===== src/hw/rtl/ohlc_pkg.sv =====
// ----------------------------------------------------------------------------
// OHLC aggregator package
// Shared widths, register indexes, reset values and state encoding.
// ----------------------------------------------------------------------------
package ohlc_pkg;

    localparam int TS_W       = 40;
    localparam int CFG_W      = 17;
    localparam int TIME_W     = 50;
    localparam int CFG_ADDR_W = 1;

    localparam logic [CFG_W-1:0] BUCKET_SECONDS_RST = 17'd14400;
    localparam logic [CFG_W-1:0] CLOSE_OFFSET_RST   = 17'd14399;
    localparam logic [CFG_W-1:0] MS_PER_SECOND      = 17'd1000;

    typedef enum logic [CFG_ADDR_W-1:0] {
        CFG_BUCKET_SECONDS = 1'b0,
        CFG_CLOSE_OFFSET   = 1'b1
    } t_cfg_addr;

    typedef enum logic {
        KIND_BAR = 1'b0,
        KIND_EOS = 1'b1
    } t_kind;

    typedef enum logic [3:0] {
        S_IDLE,
        S_DIV,
        S_CMP,
        S_TR_BASE,
        S_TR_HIGH,
        S_TR_LOW,
        S_SUM_OLD,
        S_SUM_NEW,
        S_MUL_BS,
        S_MUL_OFF,
        S_MUL_K,
        S_ATR_GO,
        S_ATR_WAIT,
        S_OUT
    } t_state;

endpackage


===== src/hw/rtl/ohlc_bar_if.sv =====
// ----------------------------------------------------------------------------
// OHLC bar channel
// Valid/ready channel carrying one price bar or an end-of-stream marker.
// ----------------------------------------------------------------------------
interface ohlc_bar_if
    import ohlc_pkg::*;
#(
    parameter int PRICE_BITS = 32
) ();
    logic                  valid;
    logic                  ready;
    logic                  kind;
    logic [TS_W-1:0]       bar_seconds;
    logic [PRICE_BITS-1:0] bar_open;
    logic [PRICE_BITS-1:0] bar_high;
    logic [PRICE_BITS-1:0] bar_low;
    logic [PRICE_BITS-1:0] bar_close;

    modport source (
        output valid, kind, bar_seconds, bar_open, bar_high, bar_low, bar_close,
        input  ready
    );

    modport sink (
        input  valid, kind, bar_seconds, bar_open, bar_high, bar_low, bar_close,
        output ready
    );
endinterface


===== src/hw/rtl/ohlc_res_if.sv =====
// ----------------------------------------------------------------------------
// OHLC result channel
// Valid/ready channel carrying one finished bucket with its ATR.
// ----------------------------------------------------------------------------
interface ohlc_res_if
    import ohlc_pkg::*;
#(
    parameter int PRICE_BITS = 32
) ();
    logic                    valid;
    logic                    ready;
    logic [TIME_W-1:0]       close_time_ms;
    logic [PRICE_BITS-1:0]   out_open;
    logic [PRICE_BITS-1:0]   out_high;
    logic [PRICE_BITS-1:0]   out_low;
    logic [PRICE_BITS-1:0]   out_close;
    logic [PRICE_BITS+3:0]   atr_x16;
    logic                    atr_valid;

    modport source (
        output valid, close_time_ms, out_open, out_high, out_low, out_close,
               atr_x16, atr_valid,
        input  ready
    );

    modport sink (
        input  valid, close_time_ms, out_open, out_high, out_low, out_close,
               atr_x16, atr_valid,
        output ready
    );
endinterface


===== src/hw/rtl/ohlc_serial_div.sv =====
// ----------------------------------------------------------------------------
// OHLC serial divider
// Restoring divider producing one quotient bit per cycle.
// ----------------------------------------------------------------------------
module ohlc_serial_div #(
    parameter int DIVIDEND_W = 40,
    parameter int DIVISOR_W  = 17
) (
    input  logic                  i_clk,
    input  logic                  i_rst_n,
    input  logic                  i_start,
    input  logic [DIVIDEND_W-1:0] i_dividend,
    input  logic [DIVISOR_W-1:0]  i_divisor,
    output logic                  o_done,
    output logic [DIVIDEND_W-1:0] o_quotient
);

    localparam int CNT_W = $clog2(DIVIDEND_W);

    logic                  r_busy;
    logic                  r_done;
    logic [CNT_W-1:0]      r_cnt;
    logic [DIVIDEND_W-1:0] r_quo;
    logic [DIVISOR_W-1:0]  r_rem;
    logic [DIVISOR_W-1:0]  r_dsor;

    logic [DIVISOR_W:0]    rem_sh;
    logic [DIVISOR_W:0]    rem_diff;
    logic                  rem_ge;
    logic [DIVISOR_W-1:0]  n_rem;

    always_comb begin
        rem_sh   = {r_rem, r_quo[DIVIDEND_W-1]};
        rem_diff = rem_sh - {1'b0, r_dsor};
        rem_ge   = (rem_sh >= {1'b0, r_dsor});
        n_rem    = rem_ge ? rem_diff[DIVISOR_W-1:0] : rem_sh[DIVISOR_W-1:0];
    end

    always_ff @(posedge i_clk) begin
        if (!i_rst_n) begin
            r_busy <= 1'b0;
            r_done <= 1'b0;
            r_cnt  <= '0;
        end else begin
            r_done <= 1'b0;
            if (i_start) begin
                r_busy <= 1'b1;
                r_cnt  <= '0;
            end else if (r_busy) begin
                r_cnt <= r_cnt + 1'b1;
                if (r_cnt == CNT_W'(DIVIDEND_W - 1)) begin
                    r_busy <= 1'b0;
                    r_done <= 1'b1;
                end
            end
        end
    end

    always_ff @(posedge i_clk) begin
        if (i_start) begin
            r_quo  <= i_dividend;
            r_rem  <= '0;
            r_dsor <= i_divisor;
        end else if (r_busy) begin
            r_quo <= {r_quo[DIVIDEND_W-2:0], rem_ge};
            r_rem <= n_rem;
        end
    end

    assign o_done     = r_done;
    assign o_quotient = r_quo;

endmodule


===== src/hw/rtl/ohlc_bucket_aggregator_atr.sv =====
// ----------------------------------------------------------------------------
// OHLC bucket aggregator with ATR
// Groups price bars into time buckets and emits each finished bucket with
// its close time in milliseconds and a simple-mean average true range.
// ----------------------------------------------------------------------------
// A bar that stays in its bucket passes through the 40-step serial divider
// (at default parameters) and a compare; a bar that closes a bucket, and end
// of stream with a bucket open, also run true range, window sum, close time
// and ATR. One transaction is worked on at a time; the divider (bucket
// number, then ATR) and the one-bit-per-cycle time multiplier are serial.
// Synchronous reset clears bucket and ATR state and loads 14400 / 14399 into
// the registers; the range window memory is not cleared.
// ----------------------------------------------------------------------------
module ohlc_bucket_aggregator_atr
    import ohlc_pkg::*;
#(
    parameter int ATR_PERIOD = 14,
    parameter int PRICE_BITS = 32
) (
    input  logic                  i_clk,
    input  logic                  i_rst_n,
    input  logic                  i_cfg_we,
    input  logic [CFG_ADDR_W-1:0] i_cfg_addr,
    input  logic [CFG_W-1:0]      i_cfg_wdata,
    ohlc_bar_if.sink              i_bar,
    ohlc_res_if.source            o_res
);

    localparam int SUM_W  = PRICE_BITS + $clog2(ATR_PERIOD);
    localparam int ATR_W  = PRICE_BITS + 4;
    localparam int DIV_W  = (SUM_W + 4 > TS_W) ? SUM_W + 4 : TS_W;
    localparam int WIDX_W = $clog2(ATR_PERIOD);
    localparam int FILL_W = $clog2(ATR_PERIOD + 1);

    // configuration
    logic [CFG_W-1:0]      r_bucket_seconds;
    logic [CFG_W-1:0]      r_close_offset;

    // control and bucket state
    t_state                r_state;
    t_state                n_state;
    logic                  r_flush;
    logic                  r_open;
    logic [TS_W-1:0]       r_bnum;
    logic [PRICE_BITS-1:0] r_open_px;
    logic [PRICE_BITS-1:0] r_high;
    logic [PRICE_BITS-1:0] r_low;
    logic [PRICE_BITS-1:0] r_close;
    logic [PRICE_BITS-1:0] r_prev_close;
    logic                  r_prev_seen;
    logic [WIDX_W-1:0]     r_widx;
    logic [FILL_W-1:0]     r_fill;
    logic [SUM_W-1:0]      r_sum;

    // range window
    logic [PRICE_BITS-1:0] r_win [ATR_PERIOD];
    logic [PRICE_BITS-1:0] r_win_rd;

    // working registers
    logic [PRICE_BITS-1:0] r_in_open;
    logic [PRICE_BITS-1:0] r_in_high;
    logic [PRICE_BITS-1:0] r_in_low;
    logic [PRICE_BITS-1:0] r_in_close;
    logic [TS_W-1:0]       r_qts;
    logic [PRICE_BITS-1:0] r_tr;
    logic [TIME_W-1:0]     r_acc;
    logic [TIME_W-1:0]     r_mcand;
    logic [CFG_W-1:0]      r_mplier;

    // output register
    logic                  r_ovalid;
    logic [TIME_W-1:0]     r_o_time;
    logic [PRICE_BITS-1:0] r_o_open;
    logic [PRICE_BITS-1:0] r_o_high;
    logic [PRICE_BITS-1:0] r_o_low;
    logic [PRICE_BITS-1:0] r_o_close;
    logic [ATR_W-1:0]      r_o_atr;
    logic                  r_o_atr_valid;

    // combinational
    logic                  bar_ready;
    logic                  bar_acc;
    logic                  out_free;
    logic                  full;
    logic [CFG_W-1:0]      bs_eff;
    logic [PRICE_BITS-1:0] tr_base;
    logic [PRICE_BITS-1:0] tr_op;
    logic [PRICE_BITS-1:0] tr_diff;
    logic [TIME_W-1:0]     mul_add;
    logic                  mul_last;
    logic                  st_load;
    logic                  st_clear;
    logic                  div_start;
    logic [DIV_W-1:0]      div_dividend;
    logic [CFG_W-1:0]      div_divisor;
    logic                  div_done;
    logic [DIV_W-1:0]      div_quo;

    ohlc_serial_div #(
        .DIVIDEND_W (DIV_W),
        .DIVISOR_W  (CFG_W)
    ) u_div (
        .i_clk      (i_clk),
        .i_rst_n    (i_rst_n),
        .i_start    (div_start),
        .i_dividend (div_dividend),
        .i_divisor  (div_divisor),
        .o_done     (div_done),
        .o_quotient (div_quo)
    );

    always_comb begin
        bar_acc  = i_bar.valid && bar_ready;
        out_free = !r_ovalid || o_res.ready;
        full     = (r_fill == FILL_W'(ATR_PERIOD));
        bs_eff   = (r_bucket_seconds == '0) ? CFG_W'(1) : r_bucket_seconds;
        tr_base  = (r_high >= r_low) ? r_high - r_low : '0;
        tr_op    = (r_state == S_TR_HIGH) ? r_high : r_low;
        tr_diff  = (tr_op >= r_prev_close) ? tr_op - r_prev_close : r_prev_close - tr_op;
        mul_add  = r_mplier[0] ? r_acc + r_mcand : r_acc;
        mul_last = (r_mplier[CFG_W-1:1] == '0);
        st_load  = ((r_state == S_CMP) && !r_open)
                || ((r_state == S_OUT) && out_free && !r_flush);
        st_clear = ((r_state == S_IDLE) && bar_acc && (i_bar.kind == KIND_EOS) && !r_open)
                || ((r_state == S_OUT) && out_free && r_flush);
    end

    // next state
    always_comb begin
        n_state = r_state;
        unique case (r_state)
            S_IDLE: begin
                if (bar_acc) begin
                    if (i_bar.kind == KIND_BAR) begin
                        n_state = S_DIV;
                    end else if (r_open) begin
                        n_state = S_TR_BASE;
                    end
                end
            end
            S_DIV: begin
                if (div_done) begin
                    n_state = S_CMP;
                end
            end
            S_CMP: begin
                if (r_open && (r_qts != r_bnum)) begin
                    n_state = S_TR_BASE;
                end else begin
                    n_state = S_IDLE;
                end
            end
            S_TR_BASE: n_state = r_prev_seen ? S_TR_HIGH : S_SUM_OLD;
            S_TR_HIGH: n_state = S_TR_LOW;
            S_TR_LOW:  n_state = S_SUM_OLD;
            S_SUM_OLD: n_state = S_SUM_NEW;
            S_SUM_NEW: n_state = S_MUL_BS;
            S_MUL_BS: begin
                if (mul_last) begin
                    n_state = S_MUL_OFF;
                end
            end
            S_MUL_OFF: n_state = S_MUL_K;
            S_MUL_K: begin
                if (mul_last) begin
                    n_state = S_ATR_GO;
                end
            end
            S_ATR_GO: n_state = full ? S_ATR_WAIT : S_OUT;
            S_ATR_WAIT: begin
                if (div_done) begin
                    n_state = S_OUT;
                end
            end
            S_OUT: begin
                if (out_free) begin
                    n_state = S_IDLE;
                end
            end
            default: n_state = S_IDLE;
        endcase
    end

    // state outputs
    always_comb begin
        bar_ready    = 1'b0;
        div_start    = 1'b0;
        div_dividend = DIV_W'(i_bar.bar_seconds);
        div_divisor  = bs_eff;
        unique case (r_state)
            S_IDLE: begin
                bar_ready = 1'b1;
                div_start = i_bar.valid && (i_bar.kind == KIND_BAR);
            end
            S_ATR_GO: begin
                div_start    = full;
                div_dividend = DIV_W'({r_sum, 4'b0000});
                div_divisor  = CFG_W'(ATR_PERIOD);
            end
            default: begin
            end
        endcase
    end

    always_ff @(posedge i_clk) begin
        if (!i_rst_n) begin
            r_bucket_seconds <= BUCKET_SECONDS_RST;
            r_close_offset   <= CLOSE_OFFSET_RST;
        end else if (i_cfg_we) begin
            unique case (t_cfg_addr'(i_cfg_addr))
                CFG_BUCKET_SECONDS: r_bucket_seconds <= i_cfg_wdata;
                CFG_CLOSE_OFFSET:   r_close_offset   <= i_cfg_wdata;
                default: begin
                end
            endcase
        end
    end

    always_ff @(posedge i_clk) begin
        if (!i_rst_n) begin
            r_state      <= S_IDLE;
            r_flush      <= 1'b0;
            r_open       <= 1'b0;
            r_bnum       <= '0;
            r_open_px    <= '0;
            r_high       <= '0;
            r_low        <= '0;
            r_close      <= '0;
            r_prev_close <= '0;
            r_prev_seen  <= 1'b0;
            r_widx       <= '0;
            r_fill       <= '0;
            r_sum        <= '0;
            r_ovalid     <= 1'b0;
        end else begin
            r_state <= n_state;
            unique case (r_state) inside
                S_IDLE: begin
                    if (bar_acc) begin
                        r_flush <= (i_bar.kind == KIND_EOS);
                    end
                end
                S_CMP: begin
                    if (r_open && (r_qts == r_bnum)) begin
                        if (r_in_high > r_high) begin
                            r_high <= r_in_high;
                        end
                        if (r_in_low < r_low) begin
                            r_low <= r_in_low;
                        end
                        r_close <= r_in_close;
                    end
                end
                S_SUM_OLD: begin
                    if (full) begin
                        r_sum <= r_sum - SUM_W'(r_win_rd);
                    end else begin
                        r_fill <= r_fill + 1'b1;
                    end
                end
                S_SUM_NEW: begin
                    r_sum        <= r_sum + SUM_W'(r_tr);
                    r_widx       <= (r_widx == WIDX_W'(ATR_PERIOD - 1)) ? '0 : r_widx + 1'b1;
                    r_prev_close <= r_close;
                    r_prev_seen  <= 1'b1;
                end
                default: begin
                end
            endcase

            if (st_load) begin
                r_open    <= 1'b1;
                r_bnum    <= r_qts;
                r_open_px <= r_in_open;
                r_high    <= r_in_high;
                r_low     <= r_in_low;
                r_close   <= r_in_close;
            end
            if (st_clear) begin
                r_open       <= 1'b0;
                r_bnum       <= '0;
                r_open_px    <= '0;
                r_high       <= '0;
                r_low        <= '0;
                r_close      <= '0;
                r_prev_close <= '0;
                r_prev_seen  <= 1'b0;
                r_widx       <= '0;
                r_fill       <= '0;
                r_sum        <= '0;
            end

            if ((r_state == S_OUT) && out_free) begin
                r_ovalid <= 1'b1;
            end else if (o_res.ready) begin
                r_ovalid <= 1'b0;
            end
        end
    end

    always_ff @(posedge i_clk) begin
        if (bar_acc) begin
            r_in_open  <= i_bar.bar_open;
            r_in_high  <= i_bar.bar_high;
            r_in_low   <= i_bar.bar_low;
            r_in_close <= i_bar.bar_close;
        end
        unique case (r_state) inside
            S_DIV: begin
                if (div_done) begin
                    r_qts <= div_quo[TS_W-1:0];
                end
            end
            S_TR_BASE: r_tr <= tr_base;
            S_TR_HIGH, S_TR_LOW: begin
                if (tr_diff > r_tr) begin
                    r_tr <= tr_diff;
                end
            end
            S_SUM_NEW: begin
                r_acc    <= '0;
                r_mcand  <= TIME_W'(r_bnum);
                r_mplier <= bs_eff;
            end
            S_MUL_BS, S_MUL_K: begin
                r_acc    <= mul_add;
                r_mcand  <= {r_mcand[TIME_W-2:0], 1'b0};
                r_mplier <= {1'b0, r_mplier[CFG_W-1:1]};
            end
            S_MUL_OFF: begin
                r_acc    <= '0;
                r_mcand  <= r_acc + TIME_W'(r_close_offset);
                r_mplier <= MS_PER_SECOND;
            end
            S_OUT: begin
                if (out_free) begin
                    r_o_time      <= r_acc;
                    r_o_open      <= r_open_px;
                    r_o_high      <= r_high;
                    r_o_low       <= r_low;
                    r_o_close     <= r_close;
                    r_o_atr       <= full ? div_quo[ATR_W-1:0] : '0;
                    r_o_atr_valid <= full;
                end
            end
            default: begin
            end
        endcase
    end

    always_ff @(posedge i_clk) begin
        if (r_state == S_SUM_NEW) begin
            r_win[r_widx] <= r_tr;
        end
        r_win_rd <= r_win[r_widx];
    end

    assign i_bar.ready         = bar_ready;
    assign o_res.valid         = r_ovalid;
    assign o_res.close_time_ms = r_o_time;
    assign o_res.out_open      = r_o_open;
    assign o_res.out_high      = r_o_high;
    assign o_res.out_low       = r_o_low;
    assign o_res.out_close     = r_o_close;
    assign o_res.atr_x16       = r_o_atr;
    assign o_res.atr_valid     = r_o_atr_valid;

    a_fill_bound: assert property (@(posedge i_clk) disable iff (!i_rst_n)
        r_fill <= FILL_W'(ATR_PERIOD))
        else $error("window fill count beyond period");

    a_widx_tracks_fill: assert property (@(posedge i_clk) disable iff (!i_rst_n)
        (!full && (r_state != S_SUM_NEW)) |-> (r_widx == r_fill[WIDX_W-1:0]))
        else $error("window index out of step with fill count");

    a_atr_zero_when_invalid: assert property (@(posedge i_clk) disable iff (!i_rst_n)
        (r_ovalid && !r_o_atr_valid) |-> (r_o_atr == '0))
        else $error("nonzero ATR without a full window");

    a_out_slot_hold: assert property (@(posedge i_clk) disable iff (!i_rst_n)
        ((r_state == S_OUT) && !out_free) |=> (r_state == S_OUT))
        else $error("result dropped while output register busy");

endmodule

===== src/flat_wrapper.sv =====
// flat-port wrapper written by rule: the top's interface ports become plain ports
module ohlc_bucket_aggregator_atr_flat import ohlc_pkg::*;
#(
    parameter int ATR_PERIOD = 14,
    parameter int PRICE_BITS = 32
)
  (i_clk, i_rst_n, i_cfg_we, i_cfg_addr, i_cfg_wdata, i_bar_valid, i_bar_kind, i_bar_bar_seconds, i_bar_bar_open, i_bar_bar_high, i_bar_bar_low, i_bar_bar_close, i_bar_ready, o_res_valid, o_res_close_time_ms, o_res_out_open, o_res_out_high, o_res_out_low, o_res_out_close, o_res_atr_x16, o_res_atr_valid, o_res_ready);
  ohlc_bar_if #(.PRICE_BITS(PRICE_BITS)) i_bar_i ();
  ohlc_res_if #(.PRICE_BITS(PRICE_BITS)) o_res_i ();
  input  logic i_clk;
  input  logic i_rst_n;
  input  logic i_cfg_we;
  input  logic [CFG_ADDR_W-1:0] i_cfg_addr;
  input  logic [CFG_W-1:0] i_cfg_wdata;
  input wire logic [$bits(i_bar_i.valid)-1:0] i_bar_valid;
  input wire logic [$bits(i_bar_i.kind)-1:0] i_bar_kind;
  input wire logic [$bits(i_bar_i.bar_seconds)-1:0] i_bar_bar_seconds;
  input wire logic [$bits(i_bar_i.bar_open)-1:0] i_bar_bar_open;
  input wire logic [$bits(i_bar_i.bar_high)-1:0] i_bar_bar_high;
  input wire logic [$bits(i_bar_i.bar_low)-1:0] i_bar_bar_low;
  input wire logic [$bits(i_bar_i.bar_close)-1:0] i_bar_bar_close;
  output wire logic [$bits(i_bar_i.ready)-1:0] i_bar_ready;
  output wire logic [$bits(o_res_i.valid)-1:0] o_res_valid;
  output wire logic [$bits(o_res_i.close_time_ms)-1:0] o_res_close_time_ms;
  output wire logic [$bits(o_res_i.out_open)-1:0] o_res_out_open;
  output wire logic [$bits(o_res_i.out_high)-1:0] o_res_out_high;
  output wire logic [$bits(o_res_i.out_low)-1:0] o_res_out_low;
  output wire logic [$bits(o_res_i.out_close)-1:0] o_res_out_close;
  output wire logic [$bits(o_res_i.atr_x16)-1:0] o_res_atr_x16;
  output wire logic [$bits(o_res_i.atr_valid)-1:0] o_res_atr_valid;
  input wire logic [$bits(o_res_i.ready)-1:0] o_res_ready;
  assign i_bar_i.valid = i_bar_valid;
  assign i_bar_i.kind = i_bar_kind;
  assign i_bar_i.bar_seconds = i_bar_bar_seconds;
  assign i_bar_i.bar_open = i_bar_bar_open;
  assign i_bar_i.bar_high = i_bar_bar_high;
  assign i_bar_i.bar_low = i_bar_bar_low;
  assign i_bar_i.bar_close = i_bar_bar_close;
  assign i_bar_ready = i_bar_i.ready;
  assign o_res_valid = o_res_i.valid;
  assign o_res_close_time_ms = o_res_i.close_time_ms;
  assign o_res_out_open = o_res_i.out_open;
  assign o_res_out_high = o_res_i.out_high;
  assign o_res_out_low = o_res_i.out_low;
  assign o_res_out_close = o_res_i.out_close;
  assign o_res_atr_x16 = o_res_i.atr_x16;
  assign o_res_atr_valid = o_res_i.atr_valid;
  assign o_res_i.ready = o_res_ready;
  ohlc_bucket_aggregator_atr #(.ATR_PERIOD(ATR_PERIOD), .PRICE_BITS(PRICE_BITS)) u_core (.i_clk(i_clk), .i_rst_n(i_rst_n), .i_cfg_we(i_cfg_we), .i_cfg_addr(i_cfg_addr), .i_cfg_wdata(i_cfg_wdata), .i_bar(i_bar_i), .o_res(o_res_i));
endmodule

===== config.mk =====
export PLATFORM = sky130hd
export DESIGN_NAME = ohlc_bucket_aggregator_atr_flat
export DESIGN_NICKNAME = d
export VERILOG_FILES = /design/src/hw/rtl/ohlc_pkg.sv /design/src/hw/rtl/ohlc_bar_if.sv /design/src/hw/rtl/ohlc_res_if.sv /design/src/hw/rtl/ohlc_serial_div.sv /design/src/hw/rtl/ohlc_bucket_aggregator_atr.sv /design/src/flat_wrapper.sv
export SDC_FILE = /design/constraint.sdc
export NUM_CORES = 2
export LEC_CHECK = 0
export ABC_AREA = 1
export BUFFER_PORTS_ARGS = -buffer_cell sky130_fd_sc_hd__buf_2
export CORE_MARGIN = 8
export CORE_UTILIZATION = 64
export CTS_BUF_LIST = sky130_fd_sc_hd__clkbuf_8
export DETAILED_ROUTE_END_ITERATION = 8
export PLACE_DENSITY = 0.86
export SYNTH_ARGS = -nofsm -noshare
export SYNTH_HDL_FRONTEND = slang
export SYNTH_SLANG_ARGS = --single-unit

===== constraint.sdc =====
create_clock -name i_clk -period 6 [get_ports i_clk]
set_clock_uncertainty 0.1 [all_clocks]
set_input_delay 0.6 -clock i_clk [delete_from_list [all_inputs] [get_ports i_clk]]
set_output_delay 0.6 -clock i_clk [all_outputs]
set_load 0.005 [all_outputs]

# ---- Yosys cells after proc, flatten, opt, wreduce, memory -nomap -nowiden
# Memory sizes are Yosys's and may differ from the RTL's. A register that Yosys moved wholly into a read port is not among the register bits.
# Index checks and enable logic that the tools add are counted.
dict set report word_totals {
  ff_bits 900
  ram_bits 448
  output_inout_bits 217
  wordCells 188
  memories 1
}
# name depth word_bits read_ports rd_clocked_by_memory_dff write_ports line
set mem_list {}
lappend mem_list {u_core.r_win 14 32 1 1 1 ohlc_bucket_aggregator_atr.sv:56} ;# logic [PRICE_BITS-1:0] r_win [ATR_PERIOD];
dict set report op_classes {
  n_addsub 11
  order_cmp 6
  eq_ne 28
  muxes 50
  bitwise 5
  n_reduce_logical 49
}
# op count
set ops {}
lappend ops {{$mux W32} 15}
lappend ops {{$pmux W50 S3} 1}
lappend ops {{$mux W40} 3}
lappend ops {{$pmux W50 S2} 1}
lappend ops {{$sub A32 B32 Y32} 3}
lappend ops {{$pmux W36 S2} 1}
lappend ops {{$ge A32 B32 Y1} 2}
lappend ops {{$gt A32 B32 Y1} 2}
lappend ops {{$pmux W32 S2} 1}
lappend ops {{$pmux W4 S14} 1}
lappend ops {{$pmux W17 S3} 1}
lappend ops {{$add A50 B17 Y50} 1}
lappend ops {{$add A50 B50 Y50} 1}
lappend ops {{$mux W50} 1}
lappend ops {{$eq A40 B40 Y1} 1}
lappend ops {{$ne A40 B40 Y1} 1}
lappend ops {{$add A36 B32 Y36} 1}
lappend ops {{$mux W36} 1}
lappend ops {{$mux W4} 9}
lappend ops {{$sub A36 B32 Y36} 1}
lappend ops {{$mux W17} 2}
lappend ops {{$eq A4 B4 Y1 const B} 8}
lappend ops {{$lt A32 B32 Y1} 1}
lappend ops {{$reduce_and A2 Y1} 10}
lappend ops {{other kinds (27)} 80}

# ---- Longest topological paths before layout
dict set report logic_depth {
  depth_word 8
  mapped_depth 33
  ltp_nobuf 31
}

# ---- By module
# A second synthesis with hierarchy kept.
dict set report hier_totals {
  cells_unflattened 7900
  area_unflattened_um2 70291.2
}
# module instances cells_each area_each_um2
set by_module_without_submodules {}
lappend by_module_without_submodules {ohlc_bucket_aggregator_atr 1 7315 65540.4}
lappend by_module_without_submodules {ohlc_serial_div 1 585 4750.8}

# ---- Worst setup path after synthesis
# OpenSTA, ideal clock, no wires.
dict set report synth_path {
  path_type {register to register}
  from {register u_core.r_state[0]}
  to {register u_core.r_low[26]}
  setup_ps 115
  t_arrival_ps 4950
  t_required_ps 5785
  setup_slack_ps 835
  path_stages_with_launch 14
  n_path_buf 2
  period_less_slack_ps 5165
  path_cell_list {dfxtp_1 -> inv_2 -> nor2_2 -> inv_2 -> nor2_2 -> inv_2 -> nor2_4 -> nand2_1 -> nand2_2 -> inv_2 -> buf_2 -> buf_1 -> a21oi_1 -> nor2_1}
}
dict set report synth_via {
  elab_chain_cells 8
}
# element line
set synth_lines {}
lappend synth_lines {{start: declaration} ohlc_bucket_aggregator_atr.sv:40} ;# t_state r_state;
lappend synth_lines {{start signal: assignment} ohlc_bucket_aggregator_atr.sv:236} ;# r_state <= n_state;
lappend synth_lines {{$logic_not A4 Y1} {ohlc_bucket_aggregator_atr.sv:124, ohlc_bucket_aggregator_atr.sv:190}}
lappend synth_lines {{$mux W1} ohlc_bucket_aggregator_atr.sv:190} ;# unique case (r_state)
lappend synth_lines {{$logic_and A1 B1 Y1} ohlc_bucket_aggregator_atr.sv:113} ;# bar_acc = i_bar.valid && bar_ready;
lappend synth_lines {{$logic_and A1 B1 Y1 (3 in a row)} ohlc_bucket_aggregator_atr.sv:124} ;# st_clear = ((r_state == S_IDLE) && bar_acc && (i_bar.kind == KIND_EOS) && !r_open)
lappend synth_lines {{$logic_or A1 B1 Y1} ohlc_bucket_aggregator_atr.sv:125} ;# || ((r_state == S_OUT) && out_free && r_flush);
lappend synth_lines {{$reduce_or A2 Y1 (no line)} n/a}
lappend synth_lines {{end signal: assignment} ohlc_bucket_aggregator_atr.sv:249} ;# r_low <= r_in_low;
lappend synth_lines {{end signal: assignment} ohlc_bucket_aggregator_atr.sv:276} ;# r_low <= r_in_low;
lappend synth_lines {{end: declaration} ohlc_bucket_aggregator_atr.sv:47} ;# logic [PRICE_BITS-1:0] r_low;
# Parallel ways exist; a longest one is shown, timed or not.
# A chain may end at the register's enable or synchronous reset.

# ---- Worst setup path in the final report
dict set report layout_path {
  from {register u_core.r_state[2]}
  to {register u_core.r_tr[13] (enable)}
}
dict set report layout_via {
  elab_chain_cells 7
}
# element line
set layout_lines {}
lappend layout_lines {{$eq A4 B3 Y1} ohlc_bucket_aggregator_atr.sv:118} ;# tr_op = (r_state == S_TR_HIGH) ? r_high : r_low;
lappend layout_lines {{$mux W32} ohlc_bucket_aggregator_atr.sv:118}
lappend layout_lines {{$sub A32 B32 Y32 / $ge A32 B32 Y1 (equally long branches)} ohlc_bucket_aggregator_atr.sv:119} ;# tr_diff = (tr_op >= r_prev_close) ? tr_op - r_prev_close : r_prev_close - tr_op;
lappend layout_lines {{$mux W32} ohlc_bucket_aggregator_atr.sv:119}
lappend layout_lines {{$gt A32 B32 Y1} ohlc_bucket_aggregator_atr.sv:316} ;# if (tr_diff > r_tr) begin
lappend layout_lines {{$ne A2 B1 Y1 (no line)} n/a}
lappend layout_lines {{$reduce_and A2 Y1 (no line) (*)} n/a}
lappend layout_lines {{end signal: assignment} ohlc_bucket_aggregator_atr.sv:314} ;# S_TR_BASE: r_tr <= tr_base;
lappend layout_lines {{end signal: assignment} ohlc_bucket_aggregator_atr.sv:317} ;# r_tr <= tr_diff;
lappend layout_lines {{end: declaration} ohlc_bucket_aggregator_atr.sv:65} ;# logic [PRICE_BITS-1:0] r_tr;
# Mark *: on every way between the ends. The rest lies on a longest branch, timed or not.

==> reports/metrics.csv <==
metric;value;unit
path_max_fanout;32;
h-tree-depth;4;
synth-edff-count;1037;
num_vias;62651;
ir_drop;608;uV
combPwrFrac;47.6;%
synth_top_family_by_area;simple AND/OR/NAND/NOR gates;
placed_cells_incl_taps;9326;
drive_gt1_share;10.1;%
synth.avg_cell_area;9.04;um^2
cts_inserted_buffers;210;
crit_path_frequent_cell;nand2_1;
synth-xor-area-share;1.36;%
place_congestion;1.02;
antenna_found_initial;9;
clk_pin_slew;60;ps
internal_power;21.6;mW
required;6510;ps
synth_compound_area_share;13.0;%
synthSimpleGateAreaFrac;18.4;%
synthAdderAreaFrac;5.83;%
failed_checks;design-rule violations;
synthFlopType;edfxtp_1;
firstDrtPassIters;9;
synth_seq_cells;1380;
ys_types;56;
syn-num-nets;8189;
crit-reg2reg-launch;u_core.r_state[2];
post_synth_inst_count;7678;
max_freq;181;MHz
finalHoldViolations;0;
r2r-end;u_core.r_tr[13];
ys_async_sr_fraction;0;%
ys_seq_area_share;54.7;%
netSwitchingFraction;46.7;%
end_kind;flop;
cts_tree;yes;
crit_slowest_cell;ha_1;
fin_cells;9911;
min_period_over_period;91.8;%
grt_pass1_wl;371000;um
netlist_top_cells_area;edfxtp_1, dfxtp_1, nand2_1, ha_1, a21oi_1;
power_frac_seq;32.1;%
start_util;64.1;%
rsz0062_at_grt;false;
num-nets-final;8814;
dieArea;119000;um^2
setup_viol;0;
dieHeight;345;um
syn_area;69400;um^2
holdPathStages;3;
min_to;u_core.r_flush;
clk_latency;970;ps
start_kind;flop;
grt_pass1_vias;59892;
clock-sinks;1380;
slowest_delay;400;ps
cp.arrival;6020;ps
worst_r2r_path_depth;29;
leakagePower;33.8;nW
drtIter0Drc;8842;
wire_per_inst;25.5;um
row_count;121;
relSlewSlack;13.7;%
track_usage;40.6;%
cts_root_buffer;clkbuf_8;
fin_total_pwr;40.6;mW
port_buffers;408;
rrSetupSlack;490;ps
drc;2;
hpwl;171000;um
status;finished with violations;
ioPinCount;409;
cts_max_path_buffers;3;
wl;253000;um
p_per_area;512;nW/um^2
max_slew.worst_pin.slew;1290;ps
fin_hold_ws;54.9;ps
area_growth;14.0;%
slew_violations;0;
final.setup.tns;0;ps
hold_path.class;in -> reg;
grt-ovfl-total;0;
max-cap-violations;0;
core;108000;um^2
path_class;reg -> reg;
synth_top_area_share;44.9;%
finalCriticalPeriod;5510;ps
fillers;7405;
die_w;345;um
synth_area_leader_cell;edfxtp_1;
synth.area.mux_share;0;%
yosys_warnings;0;
grt_max_degree;142;
holdCritStartpoint;i_bar_kind;
vias_per_cell;6.32;
switchingPower;18.9;mW
p_clk_share;20.2;%
ant_nets;0;
==> power groups by stage <==
stage / clock network, mW / logic (mW) / registers, mW
finish: 8.21 / 19.3 / 13.0
global placement: 0 / 18.1 / 13.1
global route: 8.53 / 21.0 / 13.0
detailed placement: 0 / 18.3 / 13.1
CTS: 8.04 / 18.6 / 12.9
floorplan: 0 / 12.4 / 12.6
==> layout by cell type, fill, tap and decap left out, types with 38 or more instances in the layout <==
master / count
dfxtp_1: 343
nand4_1: 75
buf_2: 408
nand3_1: 353
nand3b_1: 51
o211ai_1: 66
a22oi_1: 192
dlygate4sd3_1: 179
o21ai_1: 38
a21oi_1: 717
inv_1: 1036
nor3_1: 100
ha_1: 312
edfxtp_1: 1037
nor2_1: 770
buf_4: 58
o21ai_0: 441
clkbuf_8: 243
xor2_1: 77
nand2_1: 1588
==> worst max-delay path by stage <==
| stage | startpoint | end | slack (ps) | cells past startpoint |
|---|---|---|---|---|
| after floorplan | u_core.r_state[0] | u_core.r_low[26] | 830 | 13 |
| after global placement | u_core.r_state[2] | u_core.r_tr[26] | 490 | 27 |
| after detailed placement | u_core.r_state[2] | u_core.r_tr[27] | 270 | 27 |
| after CTS | u_core.r_state[2] | u_core.r_tr[14] | 210 | 27 |
| after global routing | u_core.r_state[2] | u_core.r_tr[18] | 80 | 29 |
| final | u_core.r_state[2] | u_core.r_tr[13] | 490 | 29 |
==> through the flow <==
stage / instance area [um^2] / worst slack [ps] / utilization [%]
after floorplan: 69400 / 835 / -
after global placement: 73000 / 488 / 67.4
after detailed placement: 73000 / 269 / 67.4
after CTS: 79100 / 215 / 73.1
after global routing: 79200 / 76.5 / 73.1
final: 79200 / 490 / 73.1
==> worst max-delay path, delay by kind of cell (launching register included) <==
| family | cells | cell delay, ps |
|---|---|---|
| AOI/OAI and AO/OA | 6 | 1280 |
| and+or+nand+nor | 14 | 1450 |
| buffers and inverters | 7 | 1190 |
| adders and majority gates | 2 | 690 |
| DFF | 1 | 390 |
==> kinds of logic after synthesis <==
kind of cell	count (synthesis)
AND/OR/NAND/NOR	3066
AO/OA/AOI/OAI	1606
flip-flops	1380
buffers and inverters	1199
adder cells (fa/ha/maj)	319
XOR/XNOR	108
==> repair_timing <==
item	CTS	global route
setup buffers	0	0
gates resized for setup	0	3
endpoints found under the hold margin	194	0
endpoints found under the setup margin	0	32
hold buffers	179	0
==> synth_stat cells, drive strengths merged (3+ instances only) <==
library cell / number
ha: 312
nor3b: 3
clkinv: 4
nand2: 1594
a21o: 29
a22oi: 192
a21oi: 720
nand4: 75
nand3: 357
fa: 7
o21bai: 32
o21ai: 479
xor2: 77
o21a: 19
o211ai: 66
nand3b: 51
a21boi: 8
dfxtp: 343
a31oi: 23
edfxtp: 1037
a211oi: 3
nor3: 106
o31ai: 4
or4: 32
nor2: 797
inv: 958
xnor2: 31
or2: 30
nor4: 15
buf: 90
o22ai: 20
clkbuf: 147
==> layout make-up <==
type                       instances  area, um^2  share of cell area, %
sequential                      1380       38000                   48.0
multi-input combinational       5099       27000                   34.1
timing repair buffer             650        4370                   5.52
inverter                         962        3630                   4.58
clock buffer                     243        3340                   4.22
tap                             1414        1770                   2.23
clock inverter                   155        1030                   1.31
antenna                            8        20.0                 0.0253
==> state kept, by name (all words and copies together), names as in the netlist, 36 cells and up <==
register and flops:
u_core.r_win 448, u_core.o_res.close_time_ms 50, u_core.r_acc 50, u_core.r_mcand 50, u_core.r_bnum 40, u_core.r_qts 40
u_core.u_div.o_quotient 40, u_core.o_res.atr_x16 36, u_core.r_sum 36
==> per-layer routing <==
| layer | routed length [um] | global-route usage, % |
|---|---|---|
| met1 | 89400 | 51.4 |
| met2 | 114000 | 64.7 |
| met3 | 32100 | 9.24 |
| met4 | 17500 | 22.6 |
| met5 | 0 | 0 |
(Power assumes the default switching activity.)
